**src/sv/pop3clp_pkg.sv**
```systemverilog
`timescale 1ns / 1ps

package pop3clp_pkg;

  // Parameter text counts saturate at this length.
  localparam int unsigned PARAM_MAX = 1024;
  localparam int unsigned COUNT_W   = 11;
  localparam int unsigned NUM_VERBS = 14;

  localparam logic [7:0] CHAR_SPACE = 8'h20;
  localparam logic [7:0] CHAR_TAB   = 8'h09;
  localparam logic [7:0] CHAR_LF    = 8'h0A;
  localparam logic [7:0] CHAR_CR    = 8'h0D;
  localparam logic [7:0] CHAR_LOW_A = 8'h61;
  localparam logic [7:0] CHAR_LOW_Z = 8'h7A;
  localparam logic [7:0] CASE_DIFF  = 8'h20;

  typedef logic [COUNT_W-1:0] count_t;

  typedef struct packed {
    logic        param_valid;
    logic [7:0]  param_byte;
    count_t      param_position;
    logic        line_done;
    logic [31:0] command_word;
    logic [3:0]  command_id;
    count_t      param_length;
  } result_t;

  typedef logic [31:0] verb_table_t [NUM_VERBS];

  localparam verb_table_t VERBS = '{
    {8'h41, 8'h50, 8'h4F, 8'h50},  // APOP
    {8'h43, 8'h41, 8'h50, 8'h41},  // CAPA
    {8'h44, 8'h45, 8'h4C, 8'h45},  // DELE
    {8'h4C, 8'h49, 8'h53, 8'h54},  // LIST
    {8'h4E, 8'h4F, 8'h4F, 8'h50},  // NOOP
    {8'h50, 8'h41, 8'h53, 8'h53},  // PASS
    {8'h51, 8'h55, 8'h49, 8'h54},  // QUIT
    {8'h52, 8'h45, 8'h54, 8'h52},  // RETR
    {8'h52, 8'h53, 8'h45, 8'h54},  // RSET
    {8'h53, 8'h54, 8'h41, 8'h54},  // STAT
    {8'h53, 8'h54, 8'h4C, 8'h53},  // STLS
    {8'h54, 8'h4F, 8'h50, 8'h00},  // TOP
    {8'h55, 8'h53, 8'h45, 8'h52},  // USER
    {8'h55, 8'h49, 8'h44, 8'h4C}   // UIDL
  };

  function automatic logic is_space(input logic [7:0] b);
    return (b == CHAR_SPACE) || ((b >= CHAR_TAB) && (b <= CHAR_CR));
  endfunction

  function automatic logic [7:0] to_upper(input logic [7:0] b);
    if ((b >= CHAR_LOW_A) && (b <= CHAR_LOW_Z)) begin
      return b - CASE_DIFF;
    end
    return b;
  endfunction

  // A zero word never matches, since no verb packs to zero.
  function automatic logic [3:0] verb_id(input logic [31:0] word);
    logic [3:0] id;
    id = '0;
    for (int i = 0; i < NUM_VERBS; i++) begin
      if (VERBS[i] == word) begin
        id = 4'(i + 1);
      end
    end
    return id;
  endfunction

endpackage

```
**src/sv/pop3clp_in_if.sv**
```systemverilog
`timescale 1ns / 1ps

interface pop3clp_in_if;
  logic       valid;
  logic       ready;
  logic [7:0] data_byte;

  modport source (output valid, output data_byte, input ready);
  modport sink (input valid, input data_byte, output ready);
endinterface

```
**src/sv/pop3clp_out_if.sv**
```systemverilog
`timescale 1ns / 1ps

interface pop3clp_out_if;
  logic        valid;
  logic        ready;
  logic        param_valid;
  logic [7:0]  param_byte;
  logic [10:0] param_position;
  logic        line_done;
  logic [31:0] command_word;
  logic [3:0]  command_id;
  logic [10:0] param_length;

  modport source (
    output valid, output param_valid, output param_byte, output param_position,
    output line_done, output command_word, output command_id, output param_length,
    input ready
  );
  modport sink (
    input valid, input param_valid, input param_byte, input param_position,
    input line_done, input command_word, input command_id, input param_length,
    output ready
  );
endinterface

```
**src/sv/pop3clp_core.sv**
```systemverilog
`timescale 1ns / 1ps

module pop3clp_core (
  input  logic                 clk,
  input  logic                 rst,
  input  logic                 step,
  input  logic [7:0]           data_byte,
  output pop3clp_pkg::result_t result
);
  import pop3clp_pkg::*;

  typedef enum logic [1:0] {
    PH_LEAD,
    PH_CMD,
    PH_CSP,
    PH_PARM
  } phase_t;

  phase_t      phase, phase_next;
  logic [31:0] packed_command, packed_command_next;
  logic [2:0]  command_count, command_count_next;
  count_t      param_count, param_count_next;
  count_t      trimmed_count, trimmed_count_next;

  logic        ws;
  logic        used;
  logic [7:0]  upper;
  logic [31:0] word;
  phase_t      ph;

  assign ws    = is_space(data_byte);
  assign upper = to_upper(data_byte);

  // The phases fall through within one byte: a byte that ends one phase is
  // handled by the next.
  always_comb begin
    ph                  = phase;
    used                = 1'b0;
    word                = '0;
    packed_command_next = packed_command;
    command_count_next  = command_count;
    param_count_next    = param_count;
    trimmed_count_next  = trimmed_count;
    result              = '0;

    if (ph == PH_LEAD) begin
      if (ws) begin
        used = 1'b1;
      end else begin
        ph = PH_CMD;
      end
    end

    if (!used && ph == PH_CMD) begin
      if (!ws) begin
        case (command_count)
          3'd0: packed_command_next[31:24] = upper;
          3'd1: packed_command_next[23:16] = upper;
          3'd2: packed_command_next[15:8]  = upper;
          3'd3: packed_command_next[7:0]   = upper;
          default: ;
        endcase
        if (command_count < 3'd5) begin
          command_count_next = command_count + 3'd1;
        end
        used = 1'b1;
      end else begin
        ph = PH_CSP;
      end
    end

    if (!used && ph == PH_CSP) begin
      if (ws && data_byte != CHAR_LF) begin
        used = 1'b1;
      end else begin
        ph = PH_PARM;
      end
    end

    if (!used && ph == PH_PARM) begin
      if (data_byte == CHAR_LF) begin
        word                  = (command_count >= 3'd5) ? '0 : packed_command;
        result.line_done      = 1'b1;
        result.command_word   = word;
        result.command_id     = verb_id(word);
        result.param_length   = trimmed_count;
        ph                    = PH_CMD;
        packed_command_next   = '0;
        command_count_next    = '0;
        param_count_next      = '0;
        trimmed_count_next    = '0;
      end else begin
        result.param_valid    = 1'b1;
        result.param_byte     = data_byte;
        result.param_position = param_count;
        if (param_count < count_t'(PARAM_MAX)) begin
          param_count_next = param_count + count_t'(1);
        end
        if (!ws) begin
          trimmed_count_next = param_count_next;
        end
      end
    end

    phase_next = ph;
  end

  always_ff @(posedge clk) begin
    if (rst) begin
      phase          <= PH_LEAD;
      packed_command <= '0;
      command_count  <= '0;
      param_count    <= '0;
      trimmed_count  <= '0;
    end else if (step) begin
      phase          <= phase_next;
      packed_command <= packed_command_next;
      command_count  <= command_count_next;
      param_count    <= param_count_next;
      trimmed_count  <= trimmed_count_next;
    end
  end

endmodule

```
**src/sv/pop3_command_line_parser.sv**
```systemverilog
`timescale 1ns / 1ps

// POP3 client command parser. Each byte transfer on stream_in yields exactly
// one result transfer on result_out, in order. A byte is held in an input
// register, the parse state and the result are worked out from it
// combinationally, and the result lands in an output register; the block
// takes one byte per clock unless result_out stalls. Since the input and
// output registers are separate, a new byte is taken while an earlier result
// still waits for its transfer. Leading whitespace is skipped before the first
// command after reset, up to four command characters are packed upper-cased
// into command_word (zero for longer words), parameter bytes pass through with
// their position, and lengths saturate at 1024. A newline after the command
// reports command_word, command_id and the right-trimmed parameter length.
module pop3_command_line_parser (
  input  logic  clk,
  input  logic  rst,
  pop3clp_in_if.sink    stream_in,
  pop3clp_out_if.source result_out
);
  import pop3clp_pkg::*;

  logic       in_valid;
  logic [7:0] in_byte;
  logic       out_valid;
  result_t    out_result;
  result_t    step_result;
  logic       advance;

  assign advance         = in_valid && (!out_valid || result_out.ready);
  assign stream_in.ready = !in_valid || advance;

  pop3clp_core u_core (
    .clk       (clk),
    .rst       (rst),
    .step      (advance),
    .data_byte (in_byte),
    .result    (step_result)
  );

  always_ff @(posedge clk) begin
    if (rst) begin
      in_valid  <= 1'b0;
      out_valid <= 1'b0;
    end else begin
      if (stream_in.ready) begin
        in_valid <= stream_in.valid;
      end
      if (advance) begin
        out_valid <= 1'b1;
      end else if (result_out.ready) begin
        out_valid <= 1'b0;
      end
    end
  end

  always_ff @(posedge clk) begin
    if (stream_in.valid && stream_in.ready) begin
      in_byte <= stream_in.data_byte;
    end
    if (advance) begin
      out_result <= step_result;
    end
  end

  assign result_out.valid          = out_valid;
  assign result_out.param_valid    = out_result.param_valid;
  assign result_out.param_byte     = out_result.param_byte;
  assign result_out.param_position = out_result.param_position;
  assign result_out.line_done      = out_result.line_done;
  assign result_out.command_word   = out_result.command_word;
  assign result_out.command_id     = out_result.command_id;
  assign result_out.param_length   = out_result.param_length;

endmodule
```
**src/flat_wrapper.sv**
```systemverilog
// flat-port wrapper written by rule: the top's interface ports become plain ports
module pop3_command_line_parser_flat import pop3clp_pkg::*;
  (clk, rst, stream_in_valid, stream_in_data_byte, stream_in_ready, result_out_valid, result_out_param_valid, result_out_param_byte, result_out_param_position, result_out_line_done, result_out_command_word, result_out_command_id, result_out_param_length, result_out_ready);
  pop3clp_in_if stream_in_i ();
  pop3clp_out_if result_out_i ();
  input  logic clk;
  input  logic rst;
  input wire logic [$bits(stream_in_i.valid)-1:0] stream_in_valid;
  input wire logic [$bits(stream_in_i.data_byte)-1:0] stream_in_data_byte;
  output wire logic [$bits(stream_in_i.ready)-1:0] stream_in_ready;
  output wire logic [$bits(result_out_i.valid)-1:0] result_out_valid;
  output wire logic [$bits(result_out_i.param_valid)-1:0] result_out_param_valid;
  output wire logic [$bits(result_out_i.param_byte)-1:0] result_out_param_byte;
  output wire logic [$bits(result_out_i.param_position)-1:0] result_out_param_position;
  output wire logic [$bits(result_out_i.line_done)-1:0] result_out_line_done;
  output wire logic [$bits(result_out_i.command_word)-1:0] result_out_command_word;
  output wire logic [$bits(result_out_i.command_id)-1:0] result_out_command_id;
  output wire logic [$bits(result_out_i.param_length)-1:0] result_out_param_length;
  input wire logic [$bits(result_out_i.ready)-1:0] result_out_ready;
  assign stream_in_i.valid = stream_in_valid;
  assign stream_in_i.data_byte = stream_in_data_byte;
  assign stream_in_ready = stream_in_i.ready;
  assign result_out_valid = result_out_i.valid;
  assign result_out_param_valid = result_out_i.param_valid;
  assign result_out_param_byte = result_out_i.param_byte;
  assign result_out_param_position = result_out_i.param_position;
  assign result_out_line_done = result_out_i.line_done;
  assign result_out_command_word = result_out_i.command_word;
  assign result_out_command_id = result_out_i.command_id;
  assign result_out_param_length = result_out_i.param_length;
  assign result_out_i.ready = result_out_ready;
  pop3_command_line_parser u_core (.clk(clk), .rst(rst), .stream_in(stream_in_i), .result_out(result_out_i));
endmodule
```
**config.mk**
```make
export PLATFORM = sky130hd
export DESIGN_NAME = pop3_command_line_parser_flat
export DESIGN_NICKNAME = d
export VERILOG_FILES = /design/src/sv/pop3clp_pkg.sv /design/src/sv/pop3clp_in_if.sv /design/src/sv/pop3clp_out_if.sv /design/src/sv/pop3clp_core.sv /design/src/sv/pop3_command_line_parser.sv /design/src/flat_wrapper.sv
export SDC_FILE = /design/constraint.sdc
export NUM_CORES = 1
export LEC_CHECK = 0
export BUFFER_PORTS_ARGS = -buffer_cell sky130_fd_sc_hd__buf_2
export CORE_MARGIN = 2
export CORE_UTILIZATION = 45
export CTS_BUF_LIST = sky130_fd_sc_hd__clkbuf_4
export CTS_CLUSTER_SIZE = 14
export DETAILED_ROUTE_END_ITERATION = 7
export PLACE_DENSITY = 0.77
export REMOVE_ABC_BUFFERS = 1
export SLEW_MARGIN = 20
export SYNTH_ARGS = -nofsm -noshare
export SYNTH_HDL_FRONTEND = slang
export SYNTH_SLANG_ARGS = --single-unit
```
**constraint.sdc**
```tcl
create_clock -name clk -period 3.4 [get_ports clk]
set_input_delay 1.02 -clock clk [delete_from_list [all_inputs] [get_ports clk]]
set_output_delay 1.02 -clock clk [all_outputs]
set_load 0.01 [all_outputs]
```
==> summary.md <==
| Metric | Value |
|---|---|
| Syn avg cell area | `about 11 µm²` |
| Leakage power | `approximately 2.7 nW` |
| Slew HR | `0.383` |
| DP HPWL | `approximately 11 mm` |
| Setup Fix Bufs, Post-CTS | `0` |
| Fin. Hold Viols | `0` |
| Total negative slack | `0 ps` |
| Hold WC Path Type | `register to register` |
| Final Instance Count excl. Fillers | `between 800 and 900` |
| Status | `finished, final reports clean` |
| Layout area overhead | `15.2%` |
| RSZ-0062 raised after global routing | `false` |
| Worst Path Buf+Inv | `0` |
| Yosys warnings | `0` |
| Final Cycle Share | `0.848` |
| Initial antenna violation count | `1` |
| Die Area | `14700 µm²` |
| DRT Wirelength | `approximately 15 mm` |
| Fmax | `between 0.3 and 0.4 GHz` |
| Maxcap violations | `0` |
| Vias in the first global route | `between 4000 and 5000` |
| Hold depth | `2` |
| Max rail drop VDD | `between 0.15 and 0.2 mV` |
| Final setup vio count | `0` |
| Synth Flop Type | `edfxtp_1` |
| CP Cell Sequence | `nor3_1, nand4b_1, nand2_1, a221o_1, mux2_2` |
| Post-Place Cells | `794` |
| Core Box Area | `roughly 13000 µm²` |
| Gpl congestion | `a little under 0.9` |
| H-tree depth | `4` |
| CP Capture Type | `register` |
| Vias per cell | `5.80` |
| Fin. max-slew vios | `0` |
| Pwr dens | `about 450 nW/µm²` |
| Resized cells post-CTS | `0` |
| Final setup margin | `between 500 and 600 ps` |
| CP max stage delay | `630 ps` |
| Reg2reg setup slack | `520 ps` |
| Crit path time final | `between 2000 and 3000 ps` |
| First-pass GRT wire length | `24.0 mm` |
| Post-Syn Area | `about 6200 µm²` |
| Reg-to-reg startpoint | `u_core.in_byte[2]$_DFFE_PP_` |
| Share of layout cells above drive strength 1 | `0.222` |
| Final #Nets | `between 600 and 700` |
| Post-route ant nets | `0` |
| Sequential element share of the synthesized area | `0.564` |
| Overall Global Routing Usage | `0.212` |
| CTS Buf Count | `17` |
| CTS Sinks | `~140` |
| # rows | `42` |
| Beginning of the worst hold path | `u_core.u_core.trimmed_count[3]$_SDFFE_PP0P_` |
| Worst Path Class, Setup | `register to register` |
| Num ports | `82` |
| Post-synthesis register bit count | `137` |
| Drt wl/cell | `between 15 and 20 µm` |
| Crit-path slowest cell | `nor3_1` |
| R2r endpoint | `u_core.u_core.trimmed_count[0]$_SDFFE_PP0P_` |
| Vias | `around 4800` |
| CTS Root Cell | `clkbuf_4` |
| Largest net degree at the start of global routing | `36` |
| DRC Markers | `0` |
| First drt pass iteration count | `5` |
| WP data required | `around 3900 ps` |
| Worst path arrival time | `3350 ps` |
| CP top delay family | `simple AND/OR/NAND/NOR gates` |
| Asr flop ratio synth | `0` |
| CTS max path bufs | `2` |
| Reg clk slew, reported paths | `between 100 and 150 ps` |
| Power, Total | `around 3.2 mW` |
| Worst skew pair latency | `about 570 ps` |
| Min-Delay Endpoint | `u_core.u_core.trimmed_count[3]$_SDFFE_PP0P_` |
| Chip Height | `121 µm` |
| Post-Place Worst Slack | `roughly 570 ps` |
| First DRT Iteration DRCs | `between 400 and 500` |
| EDFF count, synth | `between 70 and 80` |
| Startpoint types | `register` |
| Hold buffers post-CTS | `0` |
| Cells on worst reg2reg path | `5` |
| Clock skew | `roughly 17 ps` |
| IO buf count | `81` |
| CP max FO | `10` |
| Distinct cells, synth | `65` |
| Initial Util | `0.465` |
| Overflow after GRT | `0` |
| Slew @ Worst Pin | `912 ps` |
| Synth Instances | `about 550` |
| Hold_ws | `around 470 ps` |
| Chip Width | `~120 µm` |
| CTS tree | `built` |
-- Yosys cell counts, types with 5 or more instances --
master     number  share of area
ha_1            8          0.016
nand4_1        19          0.019
xor2_1          5         0.0071
mux2i_1        13          0.021
nor2b_1        12          0.012
and2_1         30          0.030
and3_1         35          0.035
dfxtp_1        61           0.20
nand4b_1        5         0.0071
edfxtp_1       76           0.37
nand3_1        14          0.011
o2bb2ai_1       5         0.0071
inv_1          10         0.0060
nor3_1         26          0.021
or3_1           5         0.0050
nor2_1         22          0.013
nor4_1         10          0.010
o21ai_0         7         0.0056
nand2_1        46          0.028
a21oi_1        10         0.0081
clkbuf_1       23          0.014
nor4b_1         5         0.0071
nor4bb_1        8          0.013
a22o_1         26          0.037
-- state kept, by name, indices dropped and copies added, names as in the netlist --
| signal | flops |
|---|---|
| u_core.u_core.param_count | 11 |
| u_core.result_out.command_id | 4 |
| u_core.u_core.command_count | 3 |
| u_core.result_out.param_valid | 1 |
| u_core.u_core.phase | 2 |
| u_core.result_out.param_byte | 8 |
| u_core.result_out.param_position | 11 |
| u_core.result_out.valid | 1 |
| u_core.u_core.trimmed_count | 11 |
| u_core.in_byte | 8 |
| u_core.result_out.param_length | 11 |
| u_core.u_core.packed_command | 32 |
| u_core.in_valid | 1 |
| u_core.result_out.line_done | 1 |
| u_core.result_out.command_word | 32 |
-- stage by stage --
stage,cell area [µm²],utilization
2_1_floorplan,6090,-
3_3_place_gp,6820,0.511
3_5_place_dp,6820,0.511
5_1_grt,7150,0.536
4_1_cts,7150,0.536
6_report,7150,0.536
-- cells by family (layout without fill, tap and decap cells) --
family                   Yosys count  in the layout  share of synthesized area
multiplexers                      18             18                     0.0318
AND/OR/NAND/NOR                  251            251                      0.233
AO/OA/AOI/OAI                     88             88                      0.116
other                              0              1                          0
XOR/XNOR                           9              9                     0.0127
adder cells (fa/ha/maj)            8              8                     0.0161
buffers and inverters             40            139                     0.0266
flip-flops                       137            137                      0.564
-- cells in the final DEF (no fill, tap or decap), types with 3 or more instances in the layout --
cell type | synthesis | routed
a211oi_1 | 3 | 3
a32o_1 | 3 | 3
or3_1 | 5 | 5
ha_1 | 8 | 8
a31oi_1 | 3 | 3
nor3_1 | 26 | 26
clkbuf_4 | 0 | 17
and2_1 | 30 | 30
nor4_1 | 10 | 10
nor4b_1 | 5 | 5
nand2_1 | 46 | 46
buf_4 | 1 | 14
edfxtp_1 | 76 | 76
dfxtp_1 | 61 | 61
o21ai_0 | 7 | 7
o211ai_1 | 4 | 4
a21oi_1 | 10 | 10
o2bb2ai_1 | 5 | 5
a22o_1 | 26 | 26
nand4_1 | 19 | 19
and3_1 | 35 | 35
nand3_1 | 14 | 14
clkinv_1 | 1 | 3
mux2_4 | 3 | 3
or4_1 | 4 | 4
nand4b_1 | 5 | 5
bufinv_16 | 0 | 4
nor2b_1 | 12 | 12
nor4bb_1 | 8 | 8
a41oi_1 | 3 | 3
mux2i_1 | 13 | 13
xnor2_1 | 4 | 4
xor2_1 | 5 | 5
inv_6 | 0 | 3
a21o_1 | 4 | 4
clkinvlp_4 | 0 | 3
nor2_1 | 22 | 22
buf_2 | 3 | 81
inv_1 | 10 | 9
-- worst max path at each step --
| stage | startpoint | to | slack, ps | cells past startpoint |
|---|---|---|---|---|
| 6_report | u_core.in_byte[2]$_DFFE_PP_ | u_core.u_core.trimmed_count[0]$_SDFFE_PP0P_ | 520 | 5 |
| 5_1_grt | u_core.in_byte[2]$_DFFE_PP_ | u_core.u_core.trimmed_count[6]$_SDFFE_PP0P_ | 340 | 6 |
| 4_1_cts | u_core.in_byte[2]$_DFFE_PP_ | u_core.u_core.trimmed_count[0]$_SDFFE_PP0P_ | 540 | 5 |
| 3_5_place_dp | u_core.in_byte[2]$_DFFE_PP_ | u_core.u_core.trimmed_count[0]$_SDFFE_PP0P_ | 570 | 5 |
| 3_3_place_gp | u_core.in_byte[4]$_DFFE_PP_ | u_core.u_core.trimmed_count[0]$_SDFFE_PP0P_ | 690 | 5 |
| 2_1_floorplan | result_out_ready | u_core.u_core.packed_command[10]$_SDFFE_PP0P_ | -100 | 6 |
-- worst register-to-register path, delay by kind of cell, from the launching register on --
family          cells  cell delay, ps
flops               1             600
compound gates      1             520
simple gates        3            1280
mux                 1             400
-- area by class of cell --
class	instances	area, µm²
clock buffers	17	128
fillers	1184	6200
repair buffers	95	510
diodes	1	2.50
flip-flops and latches	137	3500
inverters	12	45.0
well taps	176	220
multi-input cells	374	2540
clock inverters	15	199
-- power breakdown --
part	internal, mW	switching [mW]
combinational	0.0601	0.110
clock	0.585	0.616
sequential	1.79	0.0453
total	2.44	0.771
-- routing by layer --
metal	part of all wire	vias up	track usage
li1	-	2278	-
met1	0.46	2302	0.293
met2	0.46	179	0.322
met3	0.061	36	0.0503
met4	0.023	0	0.0884
met5	0	-	0
(Power assumes the default switching activity.)
